--- config.mk ---
export PLATFORM = sky130hd
export DESIGN_NAME = trapezoid_motion_planner_unit
export DESIGN_NICKNAME = d
export VERILOG_FILES = /design/src/rtl/tmp_pkg.sv /design/src/rtl/trapezoid_motion_planner_unit.sv /design/src/rtl/tmp_mul.sv /design/src/rtl/tmp_sqrt.sv /design/src/rtl/tmp_div.sv
export SDC_FILE = /design/constraint.sdc
export NUM_CORES = 2
export LEC_CHECK = 0
export BUFFER_PORTS_ARGS = -buffer_cell sky130_fd_sc_hd__buf_2
export CORE_ASPECT_RATIO = 1.5
export CORE_UTILIZATION = 45
export DETAILED_ROUTE_END_ITERATION = 6
export GPL_TIMING_DRIVEN = 0
export PLACE_DENSITY_LB_ADDON = 0.08
export SYNTH_ARGS = -nofsm -noshare
export SYNTH_HDL_FRONTEND = slang
export SYNTH_SLANG_ARGS = --single-unit
--- constraint.sdc ---
create_clock -name clock -period 31.7 [get_ports clock]
set_clock_uncertainty 0.05 [all_clocks]
set_input_delay 1.585 -clock clock [delete_from_list [all_inputs] [get_ports clock]]
set_output_delay 1.585 -clock clock [all_outputs]
set_load 0.02 [all_outputs]
--- src/rtl/tmp_pkg.sv ---
// shared types and constants of the trapezoid motion planner
`default_nettype none
package tmp_pkg;

   localparam int unsigned POS_WIDTH   = 32;
   localparam int unsigned CFG_WIDTH   = 24;
   localparam int unsigned DT_WIDTH    = 32;
   localparam int unsigned CSR_IDX_WIDTH = 2;

   localparam int unsigned MUL_M_WIDTH = 64;
   localparam int unsigned MUL_B_WIDTH = 32;
   localparam int unsigned MUL_P_WIDTH = MUL_M_WIDTH + MUL_B_WIDTH;

   localparam int unsigned SQRT_IN_WIDTH   = 64;
   localparam int unsigned SQRT_ROOT_WIDTH = SQRT_IN_WIDTH / 2;

   localparam int unsigned DIV_Q_WIDTH = 32;
   localparam int unsigned DIV_N_WIDTH = 2 * DIV_Q_WIDTH;

   localparam logic [1:0] FUNC_TICK  = 2'd0;
   localparam logic [1:0] FUNC_RESET = 2'd1;
   localparam logic [1:0] FUNC_MOVE  = 2'd2;

   localparam logic [CSR_IDX_WIDTH-1:0] CSR_ACCEL  = 2'd0;
   localparam logic [CSR_IDX_WIDTH-1:0] CSR_SPEED  = 2'd1;
   localparam logic [CSR_IDX_WIDTH-1:0] CSR_PERIOD = 2'd2;
   localparam logic [CSR_IDX_WIDTH-1:0] CSR_FOLLOW = 2'd3;

   localparam logic [CFG_WIDTH-1:0] ACCEL_RESET  = 24'd100000;
   localparam logic [CFG_WIDTH-1:0] SPEED_RESET  = 24'd10000;
   localparam logic [DT_WIDTH-1:0]  PERIOD_RESET = 32'd858993;
   localparam logic [CFG_WIDTH-1:0] FOLLOW_RESET = 24'd0;

   typedef struct packed {
      logic [1:0]         func;
      logic signed [31:0] measured_pos;
      logic signed [31:0] measured_vel;
      logic signed [31:0] target_pos;
   } tmp_req_type;

   typedef struct packed {
      logic signed [31:0] cmd_pos;
      logic signed [31:0] cmd_vel;
      logic               moving;
   } tmp_rsp_type;

endpackage
`default_nettype wire

--- src/rtl/trapezoid_motion_planner_unit.sv ---
// trapezoid motion planner: sequencer around serial multiplier, root and divider
//
// req_valid / req_stall carry one item: tick, reset from measurement or move.
// rsp_valid / rsp_stall return one result beat per item: the commanded
// position, velocity and the moving flag after that item.
// csr_valid / csr_ready write one of four settings; csr_ready is always high
// and writes are meant to come while the planner is idle.
// A reset, move or unused item, or a tick while idle, goes straight to the result step.
// A tick while active runs up to five multiplies, at most one square root and
// at most one division through bit-serial units of 32 steps each.
// Items are taken one at a time; req_stall is high from acceptance until the
// result has gone into the output register.
// The output register holds a result while rsp_stall is high; a finished
// item waits for it to empty before the planner takes the next item.
// Synchronous reset restores the default settings, clears the planner state
// and leaves the planner idle with no result pending.
`default_nettype none
module trapezoid_motion_planner_unit (
   input  logic                                clock,
   input  logic                                reset,
   input  logic                                req_valid,
   output logic                                req_stall,
   input  tmp_pkg::tmp_req_type                req_data,
   output logic                                rsp_valid,
   input  logic                                rsp_stall,
   output tmp_pkg::tmp_rsp_type                rsp_data,
   input  logic                                csr_valid,
   output logic                                csr_ready,
   input  logic [tmp_pkg::CSR_IDX_WIDTH-1:0]   csr_index,
   input  logic [31:0]                         csr_data
);
   import tmp_pkg::*;

   typedef enum logic [3:0] {
      S_IDLE, S_DIST, S_ADT, S_H2, S_AD, S_SQRT, S_RAMP,
      S_VDT, S_DIV, S_OUTV, S_MAG, S_POS, S_DONE
   } state_type;

   typedef enum logic [1:0] {MODE_IDLE, MODE_ACTIVE, MODE_SEEDED} mode_type;

   localparam logic signed [34:0] VEL_MAX = 35'sh0_7FFF_FFFF;
   localparam logic signed [34:0] VEL_MIN = -35'sh0_8000_0000;
   localparam logic signed [33:0] POS_MAX = 34'sh0_7FFF_FFFF;
   localparam logic signed [33:0] POS_MIN = -34'sh0_8000_0000;

   state_type state_ff;
   mode_type  mode_ff;

   logic [CFG_WIDTH-1:0] accel_ff, speed_ff, follow_ff;
   logic [DT_WIDTH-1:0]  period_ff;

   logic signed [31:0] pos_ff, vel_ff, frac_ff, goal_ff, meas_ff;
   logic               rev_ff, land_ff;
   logic [56:0]        dmag_ff;
   logic signed [33:0] v_ff;
   logic [31:0]        h_ff, vstop_ff;
   logic [32:0]        step_ff;
   logic [63:0]        h2_ff;
   logic signed [27:0] whole_ff;

   tmp_rsp_type rsp_ff;
   logic        rsp_valid_ff;

   logic                   mul_start_ff, sqrt_start_ff, div_start_ff;
   logic [MUL_M_WIDTH-1:0] mul_m_ff;
   logic [MUL_B_WIDTH-1:0] mul_b_ff;
   logic [SQRT_IN_WIDTH-1:0] sqrt_x_ff;
   logic [DIV_N_WIDTH-1:0] div_n_ff;
   logic                   mul_done, sqrt_done, div_done;
   logic [MUL_P_WIDTH-1:0] mul_product;
   logic [SQRT_ROOT_WIDTH-1:0] sqrt_root;
   logic [DIV_Q_WIDTH-1:0] div_quotient;

   tmp_mul u_mul (
      .clock(clock), .reset(reset), .start(mul_start_ff), .op_m(mul_m_ff),
      .op_b(mul_b_ff), .done(mul_done), .product(mul_product)
   );

   tmp_sqrt u_sqrt (
      .clock(clock), .reset(reset), .start(sqrt_start_ff), .radicand(sqrt_x_ff),
      .done(sqrt_done), .root(sqrt_root)
   );

   tmp_div u_div (
      .clock(clock), .reset(reset), .start(div_start_ff), .dividend(div_n_ff),
      .divisor(period_ff), .done(div_done), .quotient(div_quotient)
   );

   // distance to goal
   logic signed [32:0] diff_in;
   logic signed [57:0] dist_in, ndist_in;
   logic [56:0]        dmag_in;
   logic signed [33:0] vel_ext, v_in;
   assign diff_in  = $signed({goal_ff[31], goal_ff}) - $signed({pos_ff[31], pos_ff});
   assign dist_in  = $signed({diff_in[32], diff_in, 24'd0})
                   - $signed({{26{frac_ff[31]}}, frac_ff});
   assign ndist_in = -dist_in;
   assign dmag_in  = dist_in[57] ? ndist_in[56:0] : dist_in[56:0];
   assign vel_ext  = {{2{vel_ff[31]}}, vel_ff};
   assign v_in     = dist_in[57] ? -vel_ext : vel_ext;

   // ramp step and half step
   logic [56:0] hsum_in, ssum_in;
   assign hsum_in = {1'b0, mul_product[55:0]} + 57'd16777216;
   assign ssum_in = {1'b0, mul_product[55:0]} + 57'd8388608;

   // radicand
   logic [89:0] rad_in;
   logic        big_in;
   assign rad_in = {1'b0, mul_product[95:7]} + {26'd0, h2_ff};
   assign big_in = |rad_in[89:64];

   // stopping envelope
   logic [32:0] s_in;
   assign s_in = {1'b0, sqrt_root} - {1'b0, h_ff};

   // ramp toward the cap
   logic [31:0]        spd_in, vdes_in;
   logic signed [35:0] vdes_s, v36, step36, up_in, dn_in, vr_in;
   logic               may_land_in;
   assign spd_in  = {speed_ff, 8'd0};
   assign vdes_in = (spd_in > vstop_ff) ? vstop_ff : spd_in;
   assign vdes_s  = $signed({4'd0, vdes_in});
   assign v36     = {{2{v_ff[33]}}, v_ff};
   assign step36  = $signed({3'd0, step_ff});
   assign up_in   = v36 + step36;
   assign dn_in   = v36 - step36;
   always_comb begin
      if (v36 < vdes_s) vr_in = (up_in > vdes_s) ? vdes_s : up_in;
      else vr_in = (dn_in < vdes_s) ? vdes_s : dn_in;
   end
   assign may_land_in = !vr_in[35] && (vr_in <= $signed({4'd0, vstop_ff}));

   // landing test
   logic land_in;
   assign land_in = {9'd0, mul_product[63:16]} >= dmag_ff;

   // signed velocity out
   logic signed [34:0] vs_in, abs_in;
   logic signed [31:0] velo_in;
   assign vs_in = rev_ff ? -{v_ff[33], v_ff} : {v_ff[33], v_ff};
   always_comb begin
      if (vs_in > VEL_MAX) velo_in = 32'sh7FFF_FFFF;
      else if (vs_in < VEL_MIN) velo_in = -32'sh8000_0000;
      else velo_in = vs_in[31:0];
   end
   assign abs_in = velo_in[31] ? -{{3{velo_in[31]}}, velo_in} : {{3{velo_in[31]}}, velo_in};

   // fraction update and whole steps
   logic [64:0]        isum_in;
   logic signed [50:0] fsx_in, inc51, fr_in, nfr_in, ws_in, ns_in, newfrac_in;
   logic signed [27:0] whole_in;
   assign isum_in = {1'b0, mul_product[63:0]} + 65'd32768;
   assign fsx_in  = {{19{frac_ff[31]}}, frac_ff};
   assign inc51   = $signed({2'd0, isum_in[64:16]});
   assign fr_in   = vel_ff[31] ? fsx_in - inc51 : fsx_in + inc51;
   assign nfr_in  = -fr_in;
   assign ws_in   = fr_in + 51'sd8388608;
   assign ns_in   = nfr_in + 51'sd8388608;
   assign whole_in = fr_in[50] ? -$signed({1'b0, ns_in[50:24]}) : $signed({1'b0, ws_in[50:24]});
   assign newfrac_in = fr_in - $signed({whole_in[26:0], 24'd0});

   // position with follow clamp and saturation
   logic signed [33:0] next_in, lo_in, hi_in, c1_in, c2_in;
   logic signed [31:0] pos_in;
   logic               clamp_on;
   assign clamp_on = follow_ff != '0;
   assign next_in  = {{2{pos_ff[31]}}, pos_ff} + {{6{whole_ff[27]}}, whole_ff};
   assign lo_in    = {{2{meas_ff[31]}}, meas_ff} - $signed({10'd0, follow_ff});
   assign hi_in    = {{2{meas_ff[31]}}, meas_ff} + $signed({10'd0, follow_ff});
   assign c1_in    = (clamp_on && next_in < lo_in) ? lo_in : next_in;
   assign c2_in    = (clamp_on && c1_in > hi_in) ? hi_in : c1_in;
   always_comb begin
      if (c2_in > POS_MAX) pos_in = 32'sh7FFF_FFFF;
      else if (c2_in < POS_MIN) pos_in = -32'sh8000_0000;
      else pos_in = c2_in[31:0];
   end

   assign req_stall = state_ff != S_IDLE;
   assign rsp_valid = rsp_valid_ff;
   assign rsp_data  = rsp_ff;
   assign csr_ready = 1'b1;

   always_ff @(posedge clock) begin
      if (reset) begin
         state_ff      <= S_IDLE;
         mode_ff       <= MODE_IDLE;
         accel_ff      <= ACCEL_RESET;
         speed_ff      <= SPEED_RESET;
         period_ff     <= PERIOD_RESET;
         follow_ff     <= FOLLOW_RESET;
         pos_ff        <= '0;
         vel_ff        <= '0;
         frac_ff       <= '0;
         goal_ff       <= '0;
         rsp_valid_ff  <= 1'b0;
         mul_start_ff  <= 1'b0;
         sqrt_start_ff <= 1'b0;
         div_start_ff  <= 1'b0;
      end else begin
         mul_start_ff  <= 1'b0;
         sqrt_start_ff <= 1'b0;
         div_start_ff  <= 1'b0;
         if (rsp_valid_ff && !rsp_stall && state_ff != S_DONE) rsp_valid_ff <= 1'b0;
         if (csr_valid) begin
            case (csr_index)
               CSR_ACCEL:  accel_ff  <= csr_data[CFG_WIDTH-1:0];
               CSR_SPEED:  speed_ff  <= csr_data[CFG_WIDTH-1:0];
               CSR_PERIOD: period_ff <= csr_data;
               CSR_FOLLOW: follow_ff <= csr_data[CFG_WIDTH-1:0];
               default: ;
            endcase
         end
         case (state_ff)
            S_IDLE: begin
               if (req_valid) begin
                  state_ff <= S_DONE;
                  case (req_data.func)
                     FUNC_TICK: begin
                        meas_ff <= req_data.measured_pos;
                        if (mode_ff == MODE_SEEDED) begin
                           pos_ff   <= req_data.measured_pos;
                           mode_ff  <= MODE_ACTIVE;
                           state_ff <= S_DIST;
                        end else if (mode_ff == MODE_IDLE) begin
                           vel_ff  <= '0;
                           frac_ff <= '0;
                        end else begin
                           state_ff <= S_DIST;
                        end
                     end
                     FUNC_RESET: begin
                        goal_ff <= req_data.measured_pos;
                        pos_ff  <= req_data.measured_pos;
                        vel_ff  <= req_data.measured_vel;
                        frac_ff <= '0;
                        mode_ff <= MODE_SEEDED;
                     end
                     FUNC_MOVE: begin
                        goal_ff <= req_data.target_pos;
                        if (mode_ff == MODE_IDLE) mode_ff <= MODE_ACTIVE;
                     end
                     default: ;
                  endcase
               end
            end
            S_DIST: begin
               rev_ff       <= dist_in[57];
               dmag_ff      <= dmag_in;
               v_ff         <= v_in;
               mul_m_ff     <= {32'd0, period_ff};
               mul_b_ff     <= {8'd0, accel_ff};
               mul_start_ff <= 1'b1;
               state_ff     <= S_ADT;
            end
            S_ADT: begin
               if (mul_done) begin
                  h_ff         <= hsum_in[56:25];
                  step_ff      <= ssum_in[56:24];
                  mul_m_ff     <= {32'd0, hsum_in[56:25]};
                  mul_b_ff     <= hsum_in[56:25];
                  mul_start_ff <= 1'b1;
                  state_ff     <= S_H2;
               end
            end
            S_H2: begin
               if (mul_done) begin
                  h2_ff        <= mul_product[63:0];
                  mul_m_ff     <= {7'd0, dmag_ff};
                  mul_b_ff     <= {8'd0, accel_ff};
                  mul_start_ff <= 1'b1;
                  state_ff     <= S_AD;
               end
            end
            S_AD: begin
               if (mul_done) begin
                  if (big_in) begin
                     vstop_ff <= 32'h8000_0000;
                     state_ff <= S_RAMP;
                  end else begin
                     sqrt_x_ff     <= rad_in[63:0];
                     sqrt_start_ff <= 1'b1;
                     state_ff      <= S_SQRT;
                  end
               end
            end
            S_SQRT: begin
               if (sqrt_done) begin
                  vstop_ff <= (s_in[32] || s_in[31]) ? 32'h8000_0000 : s_in[31:0];
                  state_ff <= S_RAMP;
               end
            end
            S_RAMP: begin
               v_ff <= vr_in[33:0];
               if (may_land_in) begin
                  mul_m_ff     <= {32'd0, vr_in[31:0]};
                  mul_b_ff     <= period_ff;
                  mul_start_ff <= 1'b1;
                  state_ff     <= S_VDT;
               end else begin
                  land_ff  <= 1'b0;
                  state_ff <= S_OUTV;
               end
            end
            S_VDT: begin
               if (mul_done) begin
                  land_ff  <= land_in;
                  state_ff <= S_OUTV;
                  if (land_in) begin
                     if (period_ff == '0) begin
                        v_ff <= '0;
                     end else begin
                        div_n_ff     <= {dmag_ff[47:0], 16'd0} + {33'd0, period_ff[31:1]};
                        div_start_ff <= 1'b1;
                        state_ff     <= S_DIV;
                     end
                  end
               end
            end
            S_DIV: begin
               if (div_done) begin
                  v_ff     <= $signed({2'd0, div_quotient});
                  state_ff <= S_OUTV;
               end
            end
            S_OUTV: begin
               vel_ff       <= velo_in;
               mul_m_ff     <= {32'd0, abs_in[31:0]};
               mul_b_ff     <= period_ff;
               mul_start_ff <= 1'b1;
               state_ff     <= S_MAG;
            end
            S_MAG: begin
               if (mul_done) begin
                  whole_ff <= whole_in;
                  frac_ff  <= newfrac_in[31:0];
                  state_ff <= S_POS;
               end
            end
            S_POS: begin
               pos_ff <= pos_in;
               if (land_ff && pos_in == goal_ff) mode_ff <= MODE_IDLE;
               state_ff <= S_DONE;
            end
            S_DONE: begin
               if (!rsp_valid_ff || !rsp_stall) begin
                  rsp_ff.cmd_pos <= pos_ff;
                  rsp_ff.cmd_vel <= vel_ff;
                  rsp_ff.moving  <= mode_ff != MODE_IDLE;
                  rsp_valid_ff   <= 1'b1;
                  state_ff       <= S_IDLE;
               end
            end
            default: state_ff <= S_IDLE;
         endcase
      end
   end

`ifndef SYNTHESIS
   a_mul_done_expected: assert property (@(posedge clock) disable iff (reset)
      mul_done |-> (state_ff == S_ADT || state_ff == S_H2 || state_ff == S_AD ||
                    state_ff == S_VDT || state_ff == S_MAG))
      else $error("multiplier finished outside a waiting step");

   a_sqrt_done_expected: assert property (@(posedge clock) disable iff (reset)
      sqrt_done |-> state_ff == S_SQRT)
      else $error("root finished outside its step");

   a_div_quotient_fits: assert property (@(posedge clock) disable iff (reset)
      div_start_ff |-> (div_n_ff[DIV_N_WIDTH-1:DIV_Q_WIDTH] < period_ff))
      else $error("landing quotient would overflow");

   a_land_speed_positive: assert property (@(posedge clock) disable iff (reset)
      (state_ff == S_POS && land_ff) |-> !v_ff[33])
      else $error("landing with negative speed");
`endif

endmodule
`default_nettype wire

--- src/rtl/tmp_mul.sv ---
// bit-serial shift-add multiplier, one multiplier bit per cycle
`default_nettype none
module tmp_mul (
   input  logic                             clock,
   input  logic                             reset,
   input  logic                             start,
   input  logic [tmp_pkg::MUL_M_WIDTH-1:0]  op_m,
   input  logic [tmp_pkg::MUL_B_WIDTH-1:0]  op_b,
   output logic                             done,
   output logic [tmp_pkg::MUL_P_WIDTH-1:0]  product
);
   import tmp_pkg::*;

   localparam int unsigned CNT_W = $clog2(MUL_B_WIDTH);

   logic                   busy_ff;
   logic                   done_ff;
   logic [CNT_W-1:0]       cnt_ff;
   logic [MUL_M_WIDTH-1:0] m_ff;
   logic [MUL_M_WIDTH-1:0] hi_ff;
   logic [MUL_B_WIDTH-1:0] lo_ff;
   logic [MUL_M_WIDTH:0]   sum_in;

   assign sum_in  = {1'b0, hi_ff} + (lo_ff[0] ? {1'b0, m_ff} : '0);
   assign done    = done_ff;
   assign product = {hi_ff, lo_ff};

   always_ff @(posedge clock) begin
      if (reset) begin
         busy_ff <= 1'b0;
         done_ff <= 1'b0;
         cnt_ff  <= '0;
      end else begin
         done_ff <= 1'b0;
         if (start) begin
            busy_ff <= 1'b1;
            cnt_ff  <= '0;
         end else if (busy_ff) begin
            cnt_ff <= cnt_ff + 1'b1;
            if (cnt_ff == CNT_W'(MUL_B_WIDTH - 1)) begin
               busy_ff <= 1'b0;
               done_ff <= 1'b1;
            end
         end
      end
   end

   always_ff @(posedge clock) begin
      if (start) begin
         m_ff  <= op_m;
         hi_ff <= '0;
         lo_ff <= op_b;
      end else if (busy_ff) begin
         hi_ff <= sum_in[MUL_M_WIDTH:1];
         lo_ff <= {sum_in[0], lo_ff[MUL_B_WIDTH-1:1]};
      end
   end

endmodule
`default_nettype wire

--- src/rtl/tmp_sqrt.sv ---
// digit-by-digit integer square root, two radicand bits per cycle
`default_nettype none
module tmp_sqrt (
   input  logic                                clock,
   input  logic                                reset,
   input  logic                                start,
   input  logic [tmp_pkg::SQRT_IN_WIDTH-1:0]   radicand,
   output logic                                done,
   output logic [tmp_pkg::SQRT_ROOT_WIDTH-1:0] root
);
   import tmp_pkg::*;

   localparam int unsigned RW    = SQRT_ROOT_WIDTH;
   localparam int unsigned CNT_W = $clog2(RW);

   logic                     busy_ff;
   logic                     done_ff;
   logic [CNT_W-1:0]         cnt_ff;
   logic [SQRT_IN_WIDTH-1:0] x_ff;
   logic [RW+2:0]            rem_ff;
   logic [RW-1:0]            root_ff;
   logic [RW+2:0]            shifted_in;
   logic [RW+2:0]            trial_in;
   logic                     fit_in;

   assign shifted_in = {rem_ff[RW:0], x_ff[SQRT_IN_WIDTH-1 -: 2]};
   assign trial_in   = {1'b0, root_ff, 2'b01};
   assign fit_in     = shifted_in >= trial_in;
   assign done       = done_ff;
   assign root       = root_ff;

   always_ff @(posedge clock) begin
      if (reset) begin
         busy_ff <= 1'b0;
         done_ff <= 1'b0;
         cnt_ff  <= '0;
      end else begin
         done_ff <= 1'b0;
         if (start) begin
            busy_ff <= 1'b1;
            cnt_ff  <= '0;
         end else if (busy_ff) begin
            cnt_ff <= cnt_ff + 1'b1;
            if (cnt_ff == CNT_W'(RW - 1)) begin
               busy_ff <= 1'b0;
               done_ff <= 1'b1;
            end
         end
      end
   end

   always_ff @(posedge clock) begin
      if (start) begin
         x_ff    <= radicand;
         rem_ff  <= '0;
         root_ff <= '0;
      end else if (busy_ff) begin
         x_ff    <= {x_ff[SQRT_IN_WIDTH-3:0], 2'b00};
         rem_ff  <= fit_in ? shifted_in - trial_in : shifted_in;
         root_ff <= {root_ff[RW-2:0], fit_in};
      end
   end

endmodule
`default_nettype wire

--- src/rtl/tmp_div.sv ---
// restoring divider, one quotient bit per cycle, quotient known to fit
`default_nettype none
module tmp_div (
   input  logic                            clock,
   input  logic                            reset,
   input  logic                            start,
   input  logic [tmp_pkg::DIV_N_WIDTH-1:0] dividend,
   input  logic [tmp_pkg::DIV_Q_WIDTH-1:0] divisor,
   output logic                            done,
   output logic [tmp_pkg::DIV_Q_WIDTH-1:0] quotient
);
   import tmp_pkg::*;

   localparam int unsigned QW    = DIV_Q_WIDTH;
   localparam int unsigned CNT_W = $clog2(QW);

   logic             busy_ff;
   logic             done_ff;
   logic [CNT_W-1:0] cnt_ff;
   logic [QW-1:0]    d_ff;
   logic [QW-1:0]    rem_ff;
   logic [QW-1:0]    lo_ff;
   logic [QW:0]      trial_in;
   logic             fit_in;

   assign trial_in = {rem_ff, lo_ff[QW-1]};
   assign fit_in   = trial_in >= {1'b0, d_ff};
   assign done     = done_ff;
   assign quotient = lo_ff;

   always_ff @(posedge clock) begin
      if (reset) begin
         busy_ff <= 1'b0;
         done_ff <= 1'b0;
         cnt_ff  <= '0;
      end else begin
         done_ff <= 1'b0;
         if (start) begin
            busy_ff <= 1'b1;
            cnt_ff  <= '0;
         end else if (busy_ff) begin
            cnt_ff <= cnt_ff + 1'b1;
            if (cnt_ff == CNT_W'(QW - 1)) begin
               busy_ff <= 1'b0;
               done_ff <= 1'b1;
            end
         end
      end
   end

   always_ff @(posedge clock) begin
      if (start) begin
         d_ff   <= divisor;
         rem_ff <= dividend[DIV_N_WIDTH-1:QW];
         lo_ff  <= dividend[QW-1:0];
      end else if (busy_ff) begin
         rem_ff <= fit_in ? QW'(trial_in - {1'b0, d_ff}) : trial_in[QW-1:0];
         lo_ff  <= {lo_ff[QW-2:0], fit_in};
      end
   end

endmodule
`default_nettype wire

==> summary.md <==
| Metric | Value |
|---|---|
| Router iterations before antenna repair | 7 |
| Most frequent CP cell | a21o_1 |
| Number of global-route vias before repair | 79000 |
| Hpwl dp | 338000 um |
| Post-CTS setup buffer count | 0 |
| Tmin final | 14150 ps |
| Yosys top cell area share | 0.279 |
| Required time of the critical path | 32170 ps |
| Final Power | 0.0108 W |
| IO Port Bufs | 203 |
| Yosys warns | 0 |
| DP Area | 96100 um^2 |
| Wire per inst | 31.0 um |
| Area leader, netlist | edfxtp_1 |
| Maxcap violations | 6 |
| Max clock buf depth | 4 |
| Synth Area in Simple Gates | 0.170 |
| Syn_area_per_cell | 9.01 um^2 |
| Drc violations | 1 |
| Worst Setup SP | speed_ff[0] |
| Syn Inst Count | 10100 |
| Via count | 81900 |
| Antenna violations before repair | 23 |
| Final Net Count | 11400 |
| Starting Density | 0.454 |
| Final setup vio count | 0 |
| Fin Setup TNS | 0 ps |
| Slowest library cell on the worst path | clkbuf_1 |
| Global-route wire length before repair | 570000 um |
| Worst slew pin tran | 1640 ps |
| Pin count of the biggest net entering global routing | 65 |
| DRT antenna net count | 0 |
| Die Width | 369 um |
| Worst hold-check path type | register to register |
| Mapped cell area | 91100 um^2 |
| Worst vdd ir | 0.112 mV |
| Row cnt | 201 |
| Worst Path Arrival | 14620 ps |
| Largest family of logic cells by synthesized area | compound AO/OA/AOI/OAI gates |
| CP endpoint kind | register |
| DRT Wirelength | 411000 um |
| Worst flop-to-flop path startpoint | speed_ff[0] |
| CTS Buf Count | 142 |
| Fin Hold WS | 361 ps |
| Mux cell area share after synthesis | 0.0429 |
| CP startpoint kind | register |
| Crit path buffers/inverters | 10 |
| Failing checks | design-rule violations, max-capacitance violations, max-slew violations |
| Remaining Overflow, GRT | 0 |
| I/O pin total | 205 |
| Static Leak | 40.0 nW |
| CTS clk-pin slew, worst paths | 70 ps |
| CTS Hold Buffers Added | 0 |
| Vias/cell | 6.17 |
| RSZ-0062 raised after global routing | false |
| Share of cells above drive strength 1 | 0.0781 |
| Status | complete, but fails checks |
| Clock Latency Late Sink | 870 ps |
| Top-count cell post-synth | nor2_1 |
| Max-slew violation count | 16 |
| Pwr Density | 107 nW/um^2 |
| Largest stage delay, worst path | 830 ps |
| Slew HR | -0.102 |
| Clk root buf | clkbuf_16 |
| Fin util | 0.504 |
| Async set-reset flop share out of synthesis | 0 |
| GRT Util Overall | 0.392 |
| Routability congestion estimate | 1.06 |
| Synth Area in Adders | 0.111 |
| Syn nets | 11000 |
| CTS tree | yes |
| Kind of critical path | register to register |
| CTS sink cnt | 1237 |
| Chip height | 553 um |
| Final instance area | 101000 um^2 |
| Compound-Gate Fraction of Synth Area | 0.189 |
| Number of synthesized flops with an enable pin | 845 |
| Ys flop type | edfxtp_1 |
| Sequential share of the synthesized area | 0.365 |
| Top delay family on crit path | compound AO/OA/AOI/OAI gates |
| Crit path max fanout | 13 |
| # H-tree levels | 4 |
| Top post-synthesis cells by count | nor2_1 (915), edfxtp_1 (845), nand2_1 (840) |
| Max Fclk | 70.7 MHz |
| Post-synthesis xor/xnor area fraction | 0.0789 |
| Post-synth cell types | 121 |
| Yosys reg bits | 1237 |
| Hold_sp | mul_m_ff[28] |
| Initial drt markers | 7302 |
| Synth top area cells | edfxtp_1 (28%), ha_1 (11%), dfxtp_1 (8.6%), xnor2_1 (5.0%), a21oi_1 (4.4%) |
| Post-cts resize count | 0 |
| Core outline area | 200000 um^2 |
| Final hold violations | 0 |
| Part of the cycle the worst path needs | 0.446 |
| Die ar. | 204000 um^2 |
| Area Overhead vs Synth | 10.8% |
==> report_power, final <==
part | leakage (nW) | switching [W] | internal, W
Sequential | 10.9 | 0.000364 | 0.00209
Clock | 2.30 | 0.000730 | 0.00100
Combinational | 26.9 | 0.00441 | 0.00220
==> path summary, 6_finish.rpt <==
kind / to / slack [ps] / depth (start not counted)
min: u_mul.m_ff[28] / 360 / 0
min reg2reg: u_mul.m_ff[28] / 360 / 0
max reg2reg: mul_m_ff[51] / 17550 / 49
max: mul_m_ff[51] / 17550 / 49
==> registers in the layout, indices dropped and copies added (netlist names), 33 cells and up <==
signal / flops
sqrt_x_ff: 64
u_sqrt.rem_ff: 33
v_ff: 34
dmag_ff: 57
div_n_ff: 64
u_sqrt.x_ff: 64
mul_m_ff: 57
rsp_data: 65
h2_ff: 64
u_mul.hi_ff: 64
u_mul.m_ff: 57
step_ff: 33
==> worst reg2reg max path, delay by kind of cell (launching register included) <==
family / cells / cell delay, ps
simple gates: 7 / 1630
flops: 1 / 580
fa+ha+maj: 3 / 890
compound gates: 27 / 6070
mux: 2 / 790
buf+inv: 10 / 3810
==> logic make-up (layout without fill, tap and decap cells) <==
kind of cell / Yosys count / count (layout)
and+or+nand+nor: 3191 / 3191
AOI/OAI and AO/OA: 2647 / 2647
DFF: 1237 / 1237
buffers and inverters: 1044 / 1552
xor gates and xnor gates: 819 / 819
adders and majority gates: 801 / 801
muxes: 369 / 369
other: 1 / 17
==> through the flow <==
step / instances / setup WS, ps
4_1_cts: 13300 / 17770
2_1_floorplan: 10100 / 16410
3_3_place_gp: 13000 / 8970
5_1_grt: 13300 / 17000
3_5_place_dp: 13000 / 17850
6_report: 13300 / 17550
==> per-layer routing <==
layer  part of all wire  track usage  vias up
met1               0.35        0.409    39600
met2               0.48        0.667     3505
met5           0.000053            0        -
met3              0.060       0.0642     1208
li1                   -            -    37600
met4               0.11        0.368        4
==> cell type report <==
class                           instances  area, um^2
Antenna cell                           16        40.0
Timing Repair Buffer                  258        1610
Buffer                                442        1690
Clock inverter                         67         748
Tap cell                             2639        3300
Multi-Input combinational cell       7828       54100
Fill cell                           18900       99500
Clock buffer                          183        3990
Sequential cell                      1237       33200
Inverter                              602        2260
==> cells in the final DEF, fill, tap and decap left out, types with 29 or more instances in the layout <==
| cell type | synthesis | routed |
|---|---|---|
| buf_1 | 39 | 39 |
| xnor2_1 | 522 | 517 |
| clkbuf_1 | 388 | 409 |
| or2_2 | 61 | 59 |
| a21oi_1 | 795 | 795 |
| ha_1 | 786 | 786 |
| nand2_1 | 840 | 840 |
| inv_1 | 595 | 595 |
| nand3b_1 | 48 | 48 |
| nor4_1 | 87 | 81 |
| o21a_1 | 99 | 99 |
| mux2i_1 | 198 | 198 |
| buf_2 | 12 | 215 |
| nand3_1 | 225 | 225 |
| or3_1 | 61 | 61 |
| o211ai_1 | 89 | 89 |
| a31oi_1 | 83 | 83 |
| and2_1 | 114 | 114 |
| a22oi_1 | 85 | 85 |
| mux2_2 | 171 | 171 |
| and3_1 | 102 | 101 |
| o21ai_0 | 496 | 490 |
| o31ai_1 | 63 | 63 |
| o31a_1 | 29 | 29 |
| a21o_1 | 269 | 269 |
| nor2_1 | 915 | 909 |
| nand2b_1 | 131 | 131 |
| o21bai_1 | 85 | 85 |
| a221oi_1 | 32 | 31 |
| nor3_1 | 184 | 181 |
| a211oi_1 | 139 | 138 |
| a21boi_0 | 38 | 38 |
| clkbuf_16 | 0 | 151 |
| nor2b_1 | 124 | 124 |
| dfxtp_1 | 392 | 390 |
| edfxtp_1 | 845 | 845 |
| a311oi_1 | 31 | 31 |
| nand4_1 | 159 | 159 |
| xor2_1 | 295 | 295 |
No activity file was read; power rests on OpenSTA's default activity.
